## config.mk

```make
export PLATFORM = sky130hd
export DESIGN_NAME = rc5_pulse_width_decoder_core
export DESIGN_NICKNAME = d
export VERILOG_FILES = /design/src/rc5pwd_pkg.sv /design/src/rc5pwd_front.sv /design/src/rc5pwd_queue.sv /design/src/rc5pwd_back.sv /design/src/rc5_pulse_width_decoder_core.sv
export SDC_FILE = /design/constraint.sdc
export NUM_CORES = 1
export LEC_CHECK = 0
export ABC_AREA = 0
export ABC_CLOCK_PERIOD_IN_PS = 8300
export BUFFER_PORTS_ARGS = -buffer_cell sky130_fd_sc_hd__buf_2
export CAP_MARGIN = 40
export CORE_UTILIZATION = 45
export DETAILED_ROUTE_END_ITERATION = 10
export PLACE_DENSITY = 0.63
export SYNTH_ARGS = -nofsm -noshare
export SYNTH_HDL_FRONTEND = slang
export SYNTH_SLANG_ARGS = --single-unit
```

## constraint.sdc

```tcl
create_clock -name clk -period 8.3 [get_ports clk]
set_input_delay 0.83 -clock clk [delete_from_list [all_inputs] [get_ports clk]]
set_output_delay 0.83 -clock clk [all_outputs]
set_load 0.05 [all_outputs]
```

## src/rc5pwd_pkg.sv

```systemverilog
`timescale 1ns / 1ps

package rc5pwd_pkg;

  // Field and register widths.
  localparam int WIDTH_W     = 16;
  localparam int UNIT_W      = 16;
  localparam int ROUND_W     = 4;
  localparam int LIMIT_W     = 8;
  localparam int CFG_INDEX_W = 2;
  localparam int CFG_DATA_W  = 16;
  localparam int COMMAND_W   = 6;
  localparam int ADDRESS_W   = 5;
  localparam int OUT_DATA_W  = 16;

  // A rounded width can carry one bit above the measured width.
  localparam int ROUNDED_W = WIDTH_W + 1;

  // Register reset values.
  localparam logic [UNIT_W-1:0]  UNIT_TICKS_RESET = 16'd4000;
  localparam logic [ROUND_W-1:0] ROUND_LOG2_RESET = 4'd10;
  localparam logic [LIMIT_W-1:0] IDLE_LIMIT_RESET = 8'd20;

  // Default depth of the queue between the front and the back end.
  localparam int QUEUE_DEPTH = 2;

  // Register indexes on the configuration port.
  typedef enum logic [CFG_INDEX_W-1:0] {
    REG_UNIT_TICKS = 2'd0,
    REG_ROUND_LOG2 = 2'd1,
    REG_IDLE_LIMIT = 2'd2
  } cfg_reg_t;

  // Width class after division by the unit period.
  typedef enum logic [1:0] {
    CLS_FOUR  = 2'd0,
    CLS_SIX   = 2'd1,
    CLS_EIGHT = 2'd2,
    CLS_BAD   = 2'd3
  } width_cls_t;

  // Event kinds on the result stream.
  localparam logic EVT_FRAME  = 1'b0;
  localparam logic EVT_NO_KEY = 1'b1;

  // One classified item as it travels through the queue.
  typedef struct packed {
    logic       is_timeout;
    width_cls_t cls;
  } qitem_t;

endpackage

```

## src/rc5pwd_front.sv

```systemverilog
`timescale 1ns / 1ps

module rc5pwd_front (
  input  logic                            clk,
  input  logic                            rst,
  input  logic                            in_valid,
  output logic                            in_ready,
  input  logic                            in_timeout,
  input  logic [rc5pwd_pkg::WIDTH_W-1:0]  in_width,
  input  logic [rc5pwd_pkg::UNIT_W-1:0]   unit_ticks,
  input  logic [rc5pwd_pkg::ROUND_W-1:0]  round_log2,
  output logic                            push_valid,
  output rc5pwd_pkg::qitem_t              push_item,
  input  logic                            queue_full
);
  import rc5pwd_pkg::*;

  localparam int DIV_STEPS = ROUNDED_W;
  localparam int STEP_W    = $clog2(DIV_STEPS);

  typedef enum logic [3:0] {
    F_IDLE  = 4'b0001,
    F_ROUND = 4'b0010,
    F_DIV   = 4'b0100,
    F_PUSH  = 4'b1000
  } front_state_t;

  front_state_t           state;
  front_state_t           state_next;
  logic                   tmo;
  logic [WIDTH_W-1:0]     width;
  logic [ROUNDED_W-1:0]   dvd;
  logic [UNIT_W-1:0]      rem;
  logic [STEP_W-1:0]      step;
  logic [ROUNDED_W-1:0]   quantum;
  logic [ROUNDED_W-1:0]   rounded;
  logic [UNIT_W:0]        trial;
  logic                   trial_ge;
  logic [UNIT_W:0]        trial_diff;

  // Map a quotient onto the width classes the decoder knows.
  function automatic width_cls_t classify(input logic [ROUNDED_W-1:0] q);
    width_cls_t c;
    begin
      if (q == ROUNDED_W'(4)) begin
        c = CLS_FOUR;
      end else if (q == ROUNDED_W'(6)) begin
        c = CLS_SIX;
      end else if (q == ROUNDED_W'(8)) begin
        c = CLS_EIGHT;
      end else begin
        c = CLS_BAD;
      end
      return c;
    end
  endfunction

  // Round the width to the nearest multiple of the quantum.
  assign quantum = ROUNDED_W'(1) << round_log2;
  assign rounded = ({1'b0, width} + (quantum >> 1)) & ~(quantum - ROUNDED_W'(1));

  // One restoring division step: bring in the next dividend bit and try the divisor.
  // A zero divisor always succeeds, so the quotient comes out all ones.
  assign trial      = {rem, dvd[ROUNDED_W-1]};
  assign trial_ge   = (trial >= {1'b0, unit_ticks});
  assign trial_diff = trial - {1'b0, unit_ticks};

  assign in_ready   = (state == F_IDLE);
  assign push_valid = (state == F_PUSH);
  assign push_item  = '{is_timeout: tmo, cls: classify(dvd)};

  // Sequencer next state.
  always_comb begin
    state_next = state;
    unique case (state)
      F_IDLE: begin
        if (in_valid) begin
          state_next = F_ROUND;
        end
      end
      F_ROUND: begin
        state_next = tmo ? F_PUSH : F_DIV;
      end
      F_DIV: begin
        if (step == '0) begin
          state_next = F_PUSH;
        end
      end
      F_PUSH: begin
        if (!queue_full) begin
          state_next = F_IDLE;
        end
      end
      default: begin
        state_next = F_IDLE;
      end
    endcase
  end

  always_ff @(posedge clk) begin
    if (rst) begin
      state <= F_IDLE;
    end else begin
      state <= state_next;
    end
  end

  // Datapath: capture, round, then divide one quotient bit a cycle.
  always_ff @(posedge clk) begin
    if (state == F_IDLE && in_valid) begin
      tmo   <= in_timeout;
      width <= in_width;
    end
    if (state == F_ROUND) begin
      dvd  <= rounded;
      rem  <= '0;
      step <= STEP_W'(DIV_STEPS - 1);
    end else if (state == F_DIV) begin
      dvd  <= {dvd[ROUNDED_W-2:0], trial_ge};
      rem  <= trial_ge ? trial_diff[UNIT_W-1:0] : trial[UNIT_W-1:0];
      step <= step - STEP_W'(1);
    end
  end

endmodule

```

## src/rc5pwd_queue.sv

```systemverilog
`timescale 1ns / 1ps

module rc5pwd_queue #(
  parameter int DEPTH = rc5pwd_pkg::QUEUE_DEPTH
) (
  input  logic               clk,
  input  logic               rst,
  input  logic               push,
  input  rc5pwd_pkg::qitem_t push_item,
  output logic               full,
  input  logic               pop,
  output logic               head_valid,
  output rc5pwd_pkg::qitem_t head_item
);
  import rc5pwd_pkg::*;

  localparam int PTR_W = (DEPTH > 1) ? $clog2(DEPTH) : 1;
  localparam int CNT_W = $clog2(DEPTH + 1);

  qitem_t             mem [DEPTH];
  logic [PTR_W-1:0]   wr_ptr;
  logic [PTR_W-1:0]   rd_ptr;
  logic [CNT_W-1:0]   count;
  logic               do_push;
  logic               do_pop;

  assign full       = (count == CNT_W'(DEPTH));
  assign head_valid = (count != '0);
  assign head_item  = mem[rd_ptr];
  assign do_push    = push && !full;
  assign do_pop     = pop && head_valid;

  // Storage write.
  always_ff @(posedge clk) begin
    if (do_push) begin
      mem[wr_ptr] <= push_item;
    end
  end

  // Pointers and fill count.
  always_ff @(posedge clk) begin
    if (rst) begin
      wr_ptr <= '0;
      rd_ptr <= '0;
      count  <= '0;
    end else begin
      if (do_push) begin
        wr_ptr <= (wr_ptr == PTR_W'(DEPTH - 1)) ? '0 : wr_ptr + PTR_W'(1);
      end
      if (do_pop) begin
        rd_ptr <= (rd_ptr == PTR_W'(DEPTH - 1)) ? '0 : rd_ptr + PTR_W'(1);
      end
      if (do_push && !do_pop) begin
        count <= count + CNT_W'(1);
      end else if (do_pop && !do_push) begin
        count <= count - CNT_W'(1);
      end
    end
  end

endmodule

```

## src/rc5pwd_back.sv

```systemverilog
`timescale 1ns / 1ps

module rc5pwd_back (
  input  logic                                clk,
  input  logic                                rst,
  input  logic                                head_valid,
  input  rc5pwd_pkg::qitem_t                  head_item,
  output logic                                pop,
  input  logic [rc5pwd_pkg::LIMIT_W-1:0]      idle_limit,
  output logic                                out_valid,
  input  logic                                out_ready,
  output logic                                out_kind,
  output logic [rc5pwd_pkg::COMMAND_W-1:0]    out_command,
  output logic [rc5pwd_pkg::ADDRESS_W-1:0]    out_address,
  output logic                                out_toggle
);
  import rc5pwd_pkg::*;

  localparam int SHIFT_W = 16;
  localparam int COUNT_W = 5;
  localparam logic [COUNT_W-1:0] SHORT_FRAME = COUNT_W'(13);
  localparam logic [COUNT_W-1:0] FULL_FRAME  = COUNT_W'(14);

  typedef enum logic [4:0] {
    P_IDLE  = 5'b00001,
    P_SYNC  = 5'b00010,
    P_ONE   = 5'b00100,
    P_ZZ    = 5'b01000,
    P_ERROR = 5'b10000
  } phase_t;

  phase_t               phase;
  phase_t               phase_next;
  logic [SHIFT_W-1:0]   bit_shift;
  logic [SHIFT_W-1:0]   bit_shift_next;
  logic [COUNT_W-1:0]   bit_count;
  logic [COUNT_W-1:0]   bit_count_next;
  logic [LIMIT_W-1:0]   idle_count;
  logic [LIMIT_W-1:0]   idle_count_next;
  logic [LIMIT_W-1:0]   idle_inc;
  logic                 frame_end;
  logic                 out_load;
  logic                 out_kind_next;
  logic [COMMAND_W-1:0] out_command_next;
  logic [ADDRESS_W-1:0] out_address_next;
  logic                 out_toggle_next;

  // Bit count grows by n and sticks at its top value.
  function automatic logic [COUNT_W-1:0] sat_add(input logic [COUNT_W-1:0] c,
                                                 input logic [1:0] n);
    logic [COUNT_W:0] sum;
    begin
      sum = {1'b0, c} + (COUNT_W + 1)'(n);
      return sum[COUNT_W] ? {COUNT_W{1'b1}} : sum[COUNT_W-1:0];
    end
  endfunction

  // Take the next item only when the result register can accept a result.
  assign pop      = head_valid && (!out_valid || out_ready);
  assign idle_inc = (idle_count == {LIMIT_W{1'b1}}) ? idle_count : idle_count + LIMIT_W'(1);

  // Manchester decoding and frame completion.
  always_comb begin
    phase_next       = phase;
    bit_shift_next   = bit_shift;
    bit_count_next   = bit_count;
    idle_count_next  = idle_count;
    frame_end        = 1'b0;
    out_load         = 1'b0;
    out_kind_next    = EVT_FRAME;
    out_command_next = '0;
    out_address_next = '0;
    out_toggle_next  = 1'b0;

    if (pop) begin
      unique case (phase)
        P_IDLE: begin
          idle_count_next = '0;
          bit_count_next  = '0;
          bit_shift_next  = '0;
          phase_next      = P_SYNC;
        end
        P_SYNC: begin
          if (head_item.is_timeout) begin
            if (idle_inc > idle_limit) begin
              idle_count_next = '0;
              out_load        = 1'b1;
              out_kind_next   = EVT_NO_KEY;
            end else begin
              idle_count_next = idle_inc;
            end
          end else if (head_item.cls == CLS_FOUR) begin
            bit_shift_next = SHIFT_W'(3);
            bit_count_next = sat_add(bit_count, 2'd2);
            phase_next     = P_ONE;
          end
        end
        P_ONE: begin
          if (head_item.is_timeout) begin
            frame_end = 1'b1;
          end else begin
            unique case (head_item.cls)
              CLS_FOUR: begin
                bit_shift_next = {bit_shift[SHIFT_W-2:0], 1'b1};
                bit_count_next = sat_add(bit_count, 2'd1);
              end
              CLS_SIX: begin
                bit_shift_next = {bit_shift[SHIFT_W-3:0], 2'b00};
                bit_count_next = sat_add(bit_count, 2'd2);
                phase_next     = P_ZZ;
              end
              CLS_EIGHT: begin
                bit_shift_next = {bit_shift[SHIFT_W-3:0], 2'b01};
                bit_count_next = sat_add(bit_count, 2'd2);
              end
              default: begin
                phase_next = P_ERROR;
              end
            endcase
          end
        end
        P_ZZ: begin
          if (head_item.is_timeout) begin
            frame_end = 1'b1;
          end else if (head_item.cls == CLS_FOUR) begin
            bit_shift_next = {bit_shift[SHIFT_W-2:0], 1'b0};
            bit_count_next = sat_add(bit_count, 2'd1);
          end else if (head_item.cls == CLS_SIX) begin
            bit_shift_next = {bit_shift[SHIFT_W-2:0], 1'b1};
            bit_count_next = sat_add(bit_count, 2'd1);
            phase_next     = P_ONE;
          end else begin
            phase_next = P_ERROR;
          end
        end
        P_ERROR: begin
          if (head_item.is_timeout) begin
            phase_next = P_IDLE;
          end
        end
        default: begin
          phase_next = P_IDLE;
        end
      endcase
    end

    // A frame one bit short lost its trailing zero; a full frame is reported.
    if (frame_end) begin
      phase_next = P_IDLE;
      if (bit_count_next == SHORT_FRAME) begin
        bit_shift_next = {bit_shift_next[SHIFT_W-2:0], 1'b0};
        bit_count_next = FULL_FRAME;
      end
      if (bit_count_next == FULL_FRAME) begin
        out_load         = 1'b1;
        out_kind_next    = EVT_FRAME;
        out_command_next = bit_shift_next[COMMAND_W-1:0];
        out_address_next = bit_shift_next[COMMAND_W+ADDRESS_W-1:COMMAND_W];
        out_toggle_next  = bit_shift_next[COMMAND_W+ADDRESS_W];
      end
    end
  end

  // Decoder state.
  always_ff @(posedge clk) begin
    if (rst) begin
      phase      <= P_IDLE;
      bit_shift  <= '0;
      bit_count  <= '0;
      idle_count <= '0;
    end else begin
      phase      <= phase_next;
      bit_shift  <= bit_shift_next;
      bit_count  <= bit_count_next;
      idle_count <= idle_count_next;
    end
  end

  // Result register.
  always_ff @(posedge clk) begin
    if (rst) begin
      out_valid <= 1'b0;
    end else if (out_load) begin
      out_valid <= 1'b1;
    end else if (out_ready) begin
      out_valid <= 1'b0;
    end
  end

  always_ff @(posedge clk) begin
    if (out_load) begin
      out_kind    <= out_kind_next;
      out_command <= out_command_next;
      out_address <= out_address_next;
      out_toggle  <= out_toggle_next;
    end
  end

`ifndef NO_ASSERTIONS
  a_nokey_fields_zero: assert property (@(posedge clk) disable iff (rst)
    (out_valid && out_kind == EVT_NO_KEY) |->
      (out_command == '0 && out_address == '0 && out_toggle == 1'b0))
    else $error("no-key result carries nonzero frame fields");

  a_decode_has_start: assert property (@(posedge clk) disable iff (rst)
    (phase == P_ONE || phase == P_ZZ) |-> (bit_count >= COUNT_W'(2)))
    else $error("decoding phase entered without start bits");

  a_frame_returns_idle: assert property (@(posedge clk) disable iff (rst)
    (out_load && out_kind_next == EVT_FRAME) |=> (phase == P_IDLE))
    else $error("decoder did not return to idle after a frame");
`endif

endmodule

```

## src/rc5_pulse_width_decoder_core.sv

```systemverilog
`timescale 1ns / 1ps

// Channel   | Group   | Contents
// ----------+---------+--------------------------------------------------------
// Widths in | s_axis  | tdata: width_ticks[15:0]; tuser: is_timeout
// Events out| m_axis  | tdata: command_code, address_code, toggle_bit, zero pad;
//           |         | tuser: event_kind
// Config    | cfg     | cfg_index selects the register, cfg_data is written
//
// A width passes through the front end in order: capture, rounding, the bit-serial
// restoring divider, and entry into the queue; a timeout skips the divider. The back
// end decodes one queued item per cycle while the event output is not stalled.
// Synchronous reset returns the decoder to idle and loads the register defaults.
// A stalled event output holds the back end; the queue lets the front keep going.

module rc5_pulse_width_decoder_core #(
  parameter int QUEUE_DEPTH = rc5pwd_pkg::QUEUE_DEPTH
) (
  input  logic                                 clk,
  input  logic                                 rst,
  input  logic                                 s_axis_tvalid,
  output logic                                 s_axis_tready,
  input  logic [rc5pwd_pkg::WIDTH_W-1:0]       s_axis_tdata,   // [15:0] width_ticks
  input  logic                                 s_axis_tuser,   // [0] is_timeout
  output logic                                 m_axis_tvalid,
  input  logic                                 m_axis_tready,
  // [5:0] command_code, [10:6] address_code, [11] toggle_bit, [15:12] zero
  output logic [rc5pwd_pkg::OUT_DATA_W-1:0]    m_axis_tdata,
  output logic                                 m_axis_tuser,   // [0] event_kind
  input  logic                                 cfg_valid,
  output logic                                 cfg_ready,
  input  logic [rc5pwd_pkg::CFG_INDEX_W-1:0]   cfg_index,
  input  logic [rc5pwd_pkg::CFG_DATA_W-1:0]    cfg_data
);
  import rc5pwd_pkg::*;

  logic [UNIT_W-1:0]    unit_ticks;
  logic [ROUND_W-1:0]   round_log2;
  logic [LIMIT_W-1:0]   idle_limit;
  logic                 push_valid;
  qitem_t               push_item;
  logic                 queue_full;
  logic                 pop;
  logic                 head_valid;
  qitem_t               head_item;
  logic                 out_kind;
  logic [COMMAND_W-1:0] out_command;
  logic [ADDRESS_W-1:0] out_address;
  logic                 out_toggle;

  // Configuration registers; writes are always taken.
  assign cfg_ready = 1'b1;

  always_ff @(posedge clk) begin
    if (rst) begin
      unit_ticks <= UNIT_TICKS_RESET;
      round_log2 <= ROUND_LOG2_RESET;
      idle_limit <= IDLE_LIMIT_RESET;
    end else if (cfg_valid) begin
      unique case (cfg_index)
        REG_UNIT_TICKS: unit_ticks <= cfg_data[UNIT_W-1:0];
        REG_ROUND_LOG2: round_log2 <= cfg_data[ROUND_W-1:0];
        REG_IDLE_LIMIT: idle_limit <= cfg_data[LIMIT_W-1:0];
        default: begin
        end
      endcase
    end
  end

  // Front end: rounding and division into width classes.
  rc5pwd_front u_front (
    .clk        (clk),
    .rst        (rst),
    .in_valid   (s_axis_tvalid),
    .in_ready   (s_axis_tready),
    .in_timeout (s_axis_tuser),
    .in_width   (s_axis_tdata),
    .unit_ticks (unit_ticks),
    .round_log2 (round_log2),
    .push_valid (push_valid),
    .push_item  (push_item),
    .queue_full (queue_full)
  );

  // Queue of classified items.
  rc5pwd_queue #(
    .DEPTH (QUEUE_DEPTH)
  ) u_queue (
    .clk        (clk),
    .rst        (rst),
    .push       (push_valid),
    .push_item  (push_item),
    .full       (queue_full),
    .pop        (pop),
    .head_valid (head_valid),
    .head_item  (head_item)
  );

  // Back end: Manchester decoding and event generation.
  rc5pwd_back u_back (
    .clk         (clk),
    .rst         (rst),
    .head_valid  (head_valid),
    .head_item   (head_item),
    .pop         (pop),
    .idle_limit  (idle_limit),
    .out_valid   (m_axis_tvalid),
    .out_ready   (m_axis_tready),
    .out_kind    (out_kind),
    .out_command (out_command),
    .out_address (out_address),
    .out_toggle  (out_toggle)
  );

  // Pack the event fields onto the output stream.
  assign m_axis_tuser = out_kind;
  assign m_axis_tdata = {{(OUT_DATA_W - COMMAND_W - ADDRESS_W - 1){1'b0}},
                         out_toggle, out_address, out_command};

endmodule
```

==> summary.txt, run 1 <==
Outcome
  – Status: finished clean

Clocking
  – Later-pin clock latency in the skew report: 0.42 ns
  – CTS Hold Bufs: 0
  – Count of buffers added by post-CTS timing repair for setup: 0
  – Clock edge transition at the registers on the reported setup and hold paths: 0.06 ns
  – Resized Gates After CTS: 0
  – Cell at the root of the clock tree: sky130_fd_sc_hd__clkbuf_16
  – Clock Tree Buf Depth: 2
  – TritonCTS buffer count: 17
  – H-tree level count: 4
  – CTS tree: built
  – Clock tree sinks: 142

Detailed routing
  – Post-detailed-routing wire length: 21.2 mm
  – Routed len/inst: 16.0 µm
  – Detailed-router iteration count before antenna repair: 5
  – Detailed-route vias per instance: 5.72
  – Remaining number of nets flagged by the antenna check after routing: 0
  – Routed vias: 7,601
  – Number of DRC violations after detailed-routing iteration 0: 445
  – Residual DRC: 0

Floorplanning
  – Placeable Area: 19,500 µm²
  – Initial standard-cell utilization of the core: 46.0%
  – Floorplan die width: 143 µm
  – Top-Level Pins: 60
  – Die extent in y: 143 µm
  – Die Footprint: 20,500 µm²
  – Row count: 51

STA
  – Endpoints failing setup: 0
  – Unrepaired setup endpoints after global routing: false
  – Worst Tran Pin Value: 0.900 ns
  – Clock period minus worst slack: 3.84 ns
  – Peak clock frequency supported by timing: 260 MHz
  – Setup TNS after final layout: 0 ns
  – Final worst-path cycle share: 46.3%
  – Final Hold Viols: 0
  – Slew Viols, Final: 0
  – Setup Skew: 0.0102 ns
  – Headroom to the max-slew limit: 40.0%

Power
  – Share of total power in sequential cells: 42.3%
  – Pleak: 3.81 nW
  – PwrDens: 190 nW/µm²
  – Overall power after layout: 1.90 mW
  – Net switching component of the power: 556 µW
  – Combinational share of power: 16.5%
  – Clock power share: 41.1%
  – Peak supply drop: 0.127 mV
  – Switching share of power: 29.2%
  – Internal power: 1.35 mW

Worst setup path
  – Startpoint of the worst-slack reg-to-reg timing path: u_back.idle_count[0]
  – Worst setup EP type: flip-flop
  – R2R Setup Slk: 4.46 ns
  – Arr. time, crit path: 3.90 ns
  – Data required time of the critical path: 8.36 ns
  – Peak fanout along the critical path: 13
  – Startpoint Class: flip-flop
  – Crit path kind: flip-flop to flip-flop
  – Endpoint of the most critical register-to-register path: u_back.out_command[3]
  – Worst Reg-to-Reg Cells: 13

Synth
  – Primary FF master, synth: sky130_fd_sc_hd__dfxtp_1
  – Mean cell area of the mapped netlist: 8.78 µm²
  – Most common cell in the netlist: sky130_fd_sc_hd__nand2_1
  – Number of enable-type register cells in the synthesized netlist: 53
  – Number of register bits inferred by synthesis: 142
  – Ranking of synthesized cells by instance count: sky130_fd_sc_hd__nand2_1 (120), sky130_fd_sc_hd__dfxtp_1 (89), sky130_fd_sc_hd__a21oi_1 (64), sky130_fd_sc_hd__nor2_1 (64), sky130_fd_sc_hd__inv_1 (61)
  – Post-synth top area cell: sky130_fd_sc_hd__dfxtp_1
  – Number of synthesis warnings: 0
  – Post-Syn Area: 8960 µm²
  – Sequential cell area fraction in the yosys report: 37.6%
  – Cell types with the largest area share after synthesis: sky130_fd_sc_hd__dfxtp_1 (20%), sky130_fd_sc_hd__edfxtp_1 (18%), sky130_fd_sc_hd__ha_1 (7.0%)
  – Number of distinct library cells after synthesis: 81
  – Async set-or-reset flop fraction in the synthesized netlist: 0%
  – Synthesized instance count: 1,021
  – Top cell type's share of synthesized area: 19.9%

Global routing
  – Number of global-route vias before repair: 6,963
  – Total routing usage reported by global routing: 21.6%
  – First-pass GRT wire length: 34.8 mm
  – Overflow left after global routing: 0
  – Antenna violations before repair: 0
  – Maximum number of pins on one net before global-route repair: 55

Place
  – Post-DP HPWL: 15.1 mm
  – Number of port buffers: 54
  – Placer congestion estimate: 0.921

Cells and area
  – Final net count: 1,142
  – Area growth from synthesis to layout: 11.7%
  – Layout cell share with drive strength beyond 1: 12.5%
  – Antenna diodes: 0

Job
  – Reported max-cap violation count: 0

Worst hold path
  – Worst min path class: flip-flop to flip-flop
  – Number of cells on the worst hold path: 2
  – WHS Endpoint: unit_ticks[14]
  – Worst hold start: unit_ticks[14]
## worst max path at each step
| stage | to | depth (start not counted) | slack (ns) | startpoint |
|---|---|---|---|---|
| detailed placement | u_back.out_kind | 13 | 4.46 | u_back.idle_count[0] |
| floorplan | u_front.tmo | 2 | 5.04 | u_front.state[3] |
| global route | u_back.out_command[3] | 13 | 4.15 | u_back.idle_count[0] |
| global placement | u_back.out_kind | 8 | 4.47 | m_axis_tready |
| CTS | u_back.out_command[3] | 13 | 4.45 | u_back.idle_count[0] |
| finish | u_back.out_command[3] | 13 | 4.46 | u_back.idle_count[0] |
## routing by layer
layer / up-vias / GRT usage, % / routed length (µm)
met4: 0 / 6.96 / 294
met5: - / 0 / 0
met2: 201 / 35.2 / 9840
li1: 3812 / - / -
met1: 3562 / 28.8 / 10200
met3: 26 / 3.79 / 826
## cell usage in the layout, fill, tap and decap left out, types with 12 or more instances in the layout
cell type                   count
sky130_fd_sc_hd__nand2_1      120
sky130_fd_sc_hd__dfxtp_1       89
sky130_fd_sc_hd__nor2_1        64
sky130_fd_sc_hd__a21oi_1       64
sky130_fd_sc_hd__inv_1         61
sky130_fd_sc_hd__buf_2         55
sky130_fd_sc_hd__edfxtp_1      53
sky130_fd_sc_hd__ha_1          50
sky130_fd_sc_hd__o21ai_0       40
sky130_fd_sc_hd__mux2i_1       27
sky130_fd_sc_hd__nor3_1        27
sky130_fd_sc_hd__o211ai_1      26
sky130_fd_sc_hd__nand3_1       24
sky130_fd_sc_hd__xnor2_1       21
sky130_fd_sc_hd__clkbuf_16     20
sky130_fd_sc_hd__or2_2         17
sky130_fd_sc_hd__nor2b_1       14
sky130_fd_sc_hd__a22o_1        13
sky130_fd_sc_hd__nand3b_1      13
sky130_fd_sc_hd__a211oi_1      12
sky130_fd_sc_hd__o22ai_1       12
## per-stage QoR
| stage | area (µm²) | hold WS, ns | setup WS, ns | std cells | util, % |
|---|---|---|---|---|---|
| finish | 10000 | 0.458 | 4.46 | 1328 | 51.4 |
| CTS | 10000 | 0.460 | 4.45 | 1328 | 51.4 |
| global route | 10000 | 0.477 | 4.15 | 1328 | 51.4 |
| detailed placement | 9400 | 0.451 | 4.46 | 1296 | 48.3 |
| global placement | 9360 | 0.443 | 4.47 | 1292 | 48.1 |
| floorplan | 8970 | 0.436 | 5.04 | 1024 | - |
## critical path: stages (launching register included)
cell and delay (ns):
sky130_fd_sc_hd__dfxtp_1 0.40, sky130_fd_sc_hd__ha_1 0.21, sky130_fd_sc_hd__nand2_1 0.09, sky130_fd_sc_hd__nor2_1 0.17
sky130_fd_sc_hd__nand3_1 0.25, sky130_fd_sc_hd__mux2_2 0.36, sky130_fd_sc_hd__ha_1 0.28, sky130_fd_sc_hd__nor2b_1 0.13
sky130_fd_sc_hd__o21a_1 0.11, sky130_fd_sc_hd__o21a_1 0.10, sky130_fd_sc_hd__o21ai_0 0.07, sky130_fd_sc_hd__a21oi_1 0.52
sky130_fd_sc_hd__nand2_1 0.27, sky130_fd_sc_hd__nand2_1 0.50
## registers in the layout, summed over array words and instances (netlist names), 2 cells and up, named ones only
register and flops:
u_front.rem 16, idle_limit 8, u_queue.count 2, unit_ticks 16, u_front.width 16, u_back.out_command 6, u_back.bit_count 5, u_front.step 5
u_back.idle_count 8, round_log2 4, u_queue.mem 6, u_front.state 4, u_front.dvd 17, u_back.bit_shift 12, u_back.out_address 5, u_back.phase 5
## cell families (layout without fill, tap and decap cells)
group / Yosys count / in the layout / synth area share, %
AOI/OAI and AO/OA: 280 / 280 / 21.8
adders and majority gates: 52 / 52 / 7.43
muxes: 30 / 30 / 3.39
xor gates and xnor gates: 32 / 32 / 3.13
and+or+nand+nor: 365 / 365 / 20.9
other: 2 / 5 / 0.0838
DFF: 142 / 142 / 37.6
buffers and inverters: 118 / 157 / 5.61
## power by group through the flow
stage               Clock, mW  Sequential [mW]  Combinational, mW
floorplan                   0            0.792              0.264
global placement            0            0.821              0.306
detailed placement          0            0.821              0.311
CTS                     0.800            0.806              0.313
global route            0.825            0.812              0.349
finish                  0.783            0.806              0.315
## area by class of cell
cell class                 count  area (µm²)
clock buffer                  22         518
sequential                   142        3370
fill                        1827        9450
multi-input combinational    764        5110
inverter                      61         229
timing repair buffer          64         347
clock inverter                10        97.6
tap                          265         332
Note: power is estimated with default switching activity, not from simulation.
==> run 2: changes to the inputs <==
--- a/config.mk
+++ b/config.mk
@@ -6,7 +6,7 @@
 export NUM_CORES = 1
 export LEC_CHECK = 0
 export ABC_AREA = 0
-export ABC_CLOCK_PERIOD_IN_PS = 8300
+export ABC_CLOCK_PERIOD_IN_PS = 3600
 export BUFFER_PORTS_ARGS = -buffer_cell sky130_fd_sc_hd__buf_2
 export CAP_MARGIN = 40
 export CORE_UTILIZATION = 45
==> constraint.sdc (replaced) <==
create_clock -name clk -period 3.6 [get_ports clk]
set_input_delay 0.36 -clock clk [delete_from_list [all_inputs] [get_ports clk]]
set_output_delay 0.36 -clock clk [all_outputs]
set_load 0.05 [all_outputs]
==> summary.txt, run 2 (synthesis gave the netlist of run 1 again) <==
Worst setup path
  – Data required time of the critical path: 3.72 ns
  – WP buf/inv: 2
  – Stage delay of the slowest cell on the critical path: 0.43 ns
  – Kind of cell adding the most delay to the critical path: compound AO/OA/AOI/OAI gates
  – Critical path cell sequence: mux2i_2 > inv_1 > ha_1 > nor3b_2 > o211ai_2 > a221o_1 > a21oi_1 > o211a_1 > o2111ai_1 > nand2_1 > buf_4
  – Peak fanout along the critical path: 13
  – Startpoint Class: flip-flop
  – Crit path kind: flip-flop to flip-flop
  – Arr. time, crit path: 3.48 ns
  – Slowest library cell on the worst path: sky130_fd_sc_hd__dfxtp_1
  – Worst setup EP type: flip-flop

Job
  – Reported max-cap violation count: 0

Detailed routing
  – Residual DRC: 0
  – Routed len/inst: 15.8 µm
  – Number of DRC violations after detailed-routing iteration 0: 556
  – Detailed-route vias per instance: 5.68
  – Routed vias: 7,633
  – Remaining number of nets flagged by the antenna check after routing: 0
  – Detailed-router iteration count before antenna repair: 5
  – Post-detailed-routing wire length: 21.3 mm

Cells and area
  – Antenna diodes: 0
  – Largest register FFs: 17
  – Layout fillers: 1,875
  – Area growth from synthesis to layout: 13.1%
  – Most flop-heavy register: u_front.dvd
  – Finished Cell Area: 10,100 µm²
  – Most common cell after layout, fill and taps aside: sky130_fd_sc_hd__nand2_1
  – Layout cell share with drive strength beyond 1: 14.3%
  – Most frequent cells in the layout: sky130_fd_sc_hd__nand2_1 (120), sky130_fd_sc_hd__dfxtp_1 (89), sky130_fd_sc_hd__nor2_1 (64)
  – Final net count: 1,159

STA
  – Worst hold-check slack: 0.103 ns
  – Endpoints failing setup: 0
  – Unrepaired setup endpoints after global routing: false
  – Worst Tran Pin Value: 0.835 ns
  – Setup WS post-layout: 0.245 ns
  – Setup Skew: 0.00760 ns
  – Setup TNS after final layout: 0 ns
  – Final worst-path cycle share: 93.2%
  – Final Hold Viols: 0
  – Clock period minus worst slack: 3.36 ns
  – Headroom to the max-slew limit: 44.3%
  – Peak clock frequency supported by timing: 298 MHz
  – Slew Viols, Final: 0

Floorplanning
  – Floorplan die width: 143 µm
  – Die Footprint: 20,500 µm²
  – Initial standard-cell utilization of the core: 46.0%
  – Top-Level Pins: 60
  – Placeable Area: 19,500 µm²
  – Die extent in y: 143 µm
  – Row count: 51

Place
  – Worst slack after detailed placement: 0.0287 ns
  – Placer congestion estimate: 0.901
  – Number of port buffers: 54
  – Post-DP HPWL: 15.4 mm
  – Placed instance area: 9510 µm²

Power
  – Combinational share of power: 16.8%
  – Net switching component of the power: 1.30 mW
  – Share of total power in sequential cells: 42.6%
  – Switching share of power: 29.8%
  – Pleak: 3.87 nW
  – Clock power share: 40.6%
  – Internal power: 3.05 mW
  – Peak supply drop: 0.308 mV
  – PwrDens: 430 nW/µm²

Clocking
  – CTS tree: built
  – Cell at the root of the clock tree: sky130_fd_sc_hd__clkbuf_16
  – Clock edge transition at the registers on the reported setup and hold paths: 0.06 ns
  – Clock Tree Buf Depth: 2
  – TritonCTS buffer count: 17
  – Clock tree sinks: 142
  – Later-pin clock latency in the skew report: 0.43 ns
  – H-tree level count: 4

Worst hold path
  – Worst min path class: input pin to flip-flop

Global routing
  – Total routing usage reported by global routing: 22.0%
  – Number of global-route vias before repair: 7,052
  – Overflow left after global routing: 0
  – First-pass GRT wire length: 35.7 mm
  – Maximum number of pins on one net before global-route repair: 43
  – Antenna violations before repair: 0

Outcome
  – Status: finished clean
[run 2: worst paths after layout]
| check | startpoint | end | slack, ns | depth (start not counted) |
|---|---|---|---|---|
| worst max-delay path | flip-flop | u_back.out_command[0] | 0.24 | 11 |
| worst min-delay path | s_axis_tdata[7] | u_front.width[7] | 0.10 | 1 |
| worst max register to register | flip-flop | u_back.out_command[0] | 0.24 | 11 |
| worst min register to register | unit_ticks[2] | unit_ticks[2] | 0.46 | 2 |
[run 2: worst reg2reg max path, cell delays in order (launching register included)]
cell	delay, ns
sky130_fd_sc_hd__dfxtp_1	0.43
sky130_fd_sc_hd__mux2i_2	0.31
sky130_fd_sc_hd__inv_1	0.12
sky130_fd_sc_hd__ha_1	0.31
sky130_fd_sc_hd__nor3b_2	0.32
sky130_fd_sc_hd__o211ai_2	0.19
sky130_fd_sc_hd__a221o_1	0.38
sky130_fd_sc_hd__a21oi_1	0.31
sky130_fd_sc_hd__o211a_1	0.20
sky130_fd_sc_hd__o2111ai_1	0.17
sky130_fd_sc_hd__nand2_1	0.12
sky130_fd_sc_hd__buf_4	0.21
[run 2: power groups by stage]
stage | Combinational (mW) | Sequential, mW | Clock, mW
detailed placement | 0.724 | 1.89 | 0
floorplan | 0.608 | 1.83 | 0
CTS | 0.727 | 1.86 | 1.80
global placement | 0.719 | 1.89 | 0
finish | 0.731 | 1.86 | 1.77
global route | 0.806 | 1.87 | 1.86
[run 2: per-stage QoR]
stage | util (%) | cells | power (mW)
6_report | 52.1 | 1345 | 4.35
5_1_grt | 52.1 | 1345 | 4.53
4_1_cts | 51.9 | 1342 | 4.38
3_5_place_dp | 48.8 | 1310 | 2.61
3_3_place_gp | 48.8 | 1309 | 2.61
2_1_floorplan | - | 1024 | 2.43
[run 2: cell type report]
cell class	instances	area, µm²	share of cell area [%]
clock inverter	13	141	1.40
clock buffer	19	443	4.37
timing repair buffer	81	480	4.74
inverter	61	229	2.26
tap	265	332	3.27
sequential	142	3370	33.3
multi-input combinational	764	5130	50.7
[run 2: per-layer routing]
layer / wire length, µm / up-vias / share of wire (%) / track usage [%]
met3: 618 / 23 / 2.9 / 3.49
met1: 10600 / 3604 / 50 / 30.2
met5: 0 / - / 0 / 0
met2: 9790 / 159 / 46 / 35.5
met4: 317 / 0 / 1.5 / 6.73
li1: - / 3847 / - / -
[run 2: timing repair]
item | in CTS | in global routing
gates resized for setup | 1 | 3
pin swaps | 0 | 1
buffers inserted | 0 | 3
endpoints found under the setup margin | 2 | 30
cloned | 0 | 0
hold buffers | 0 | 0
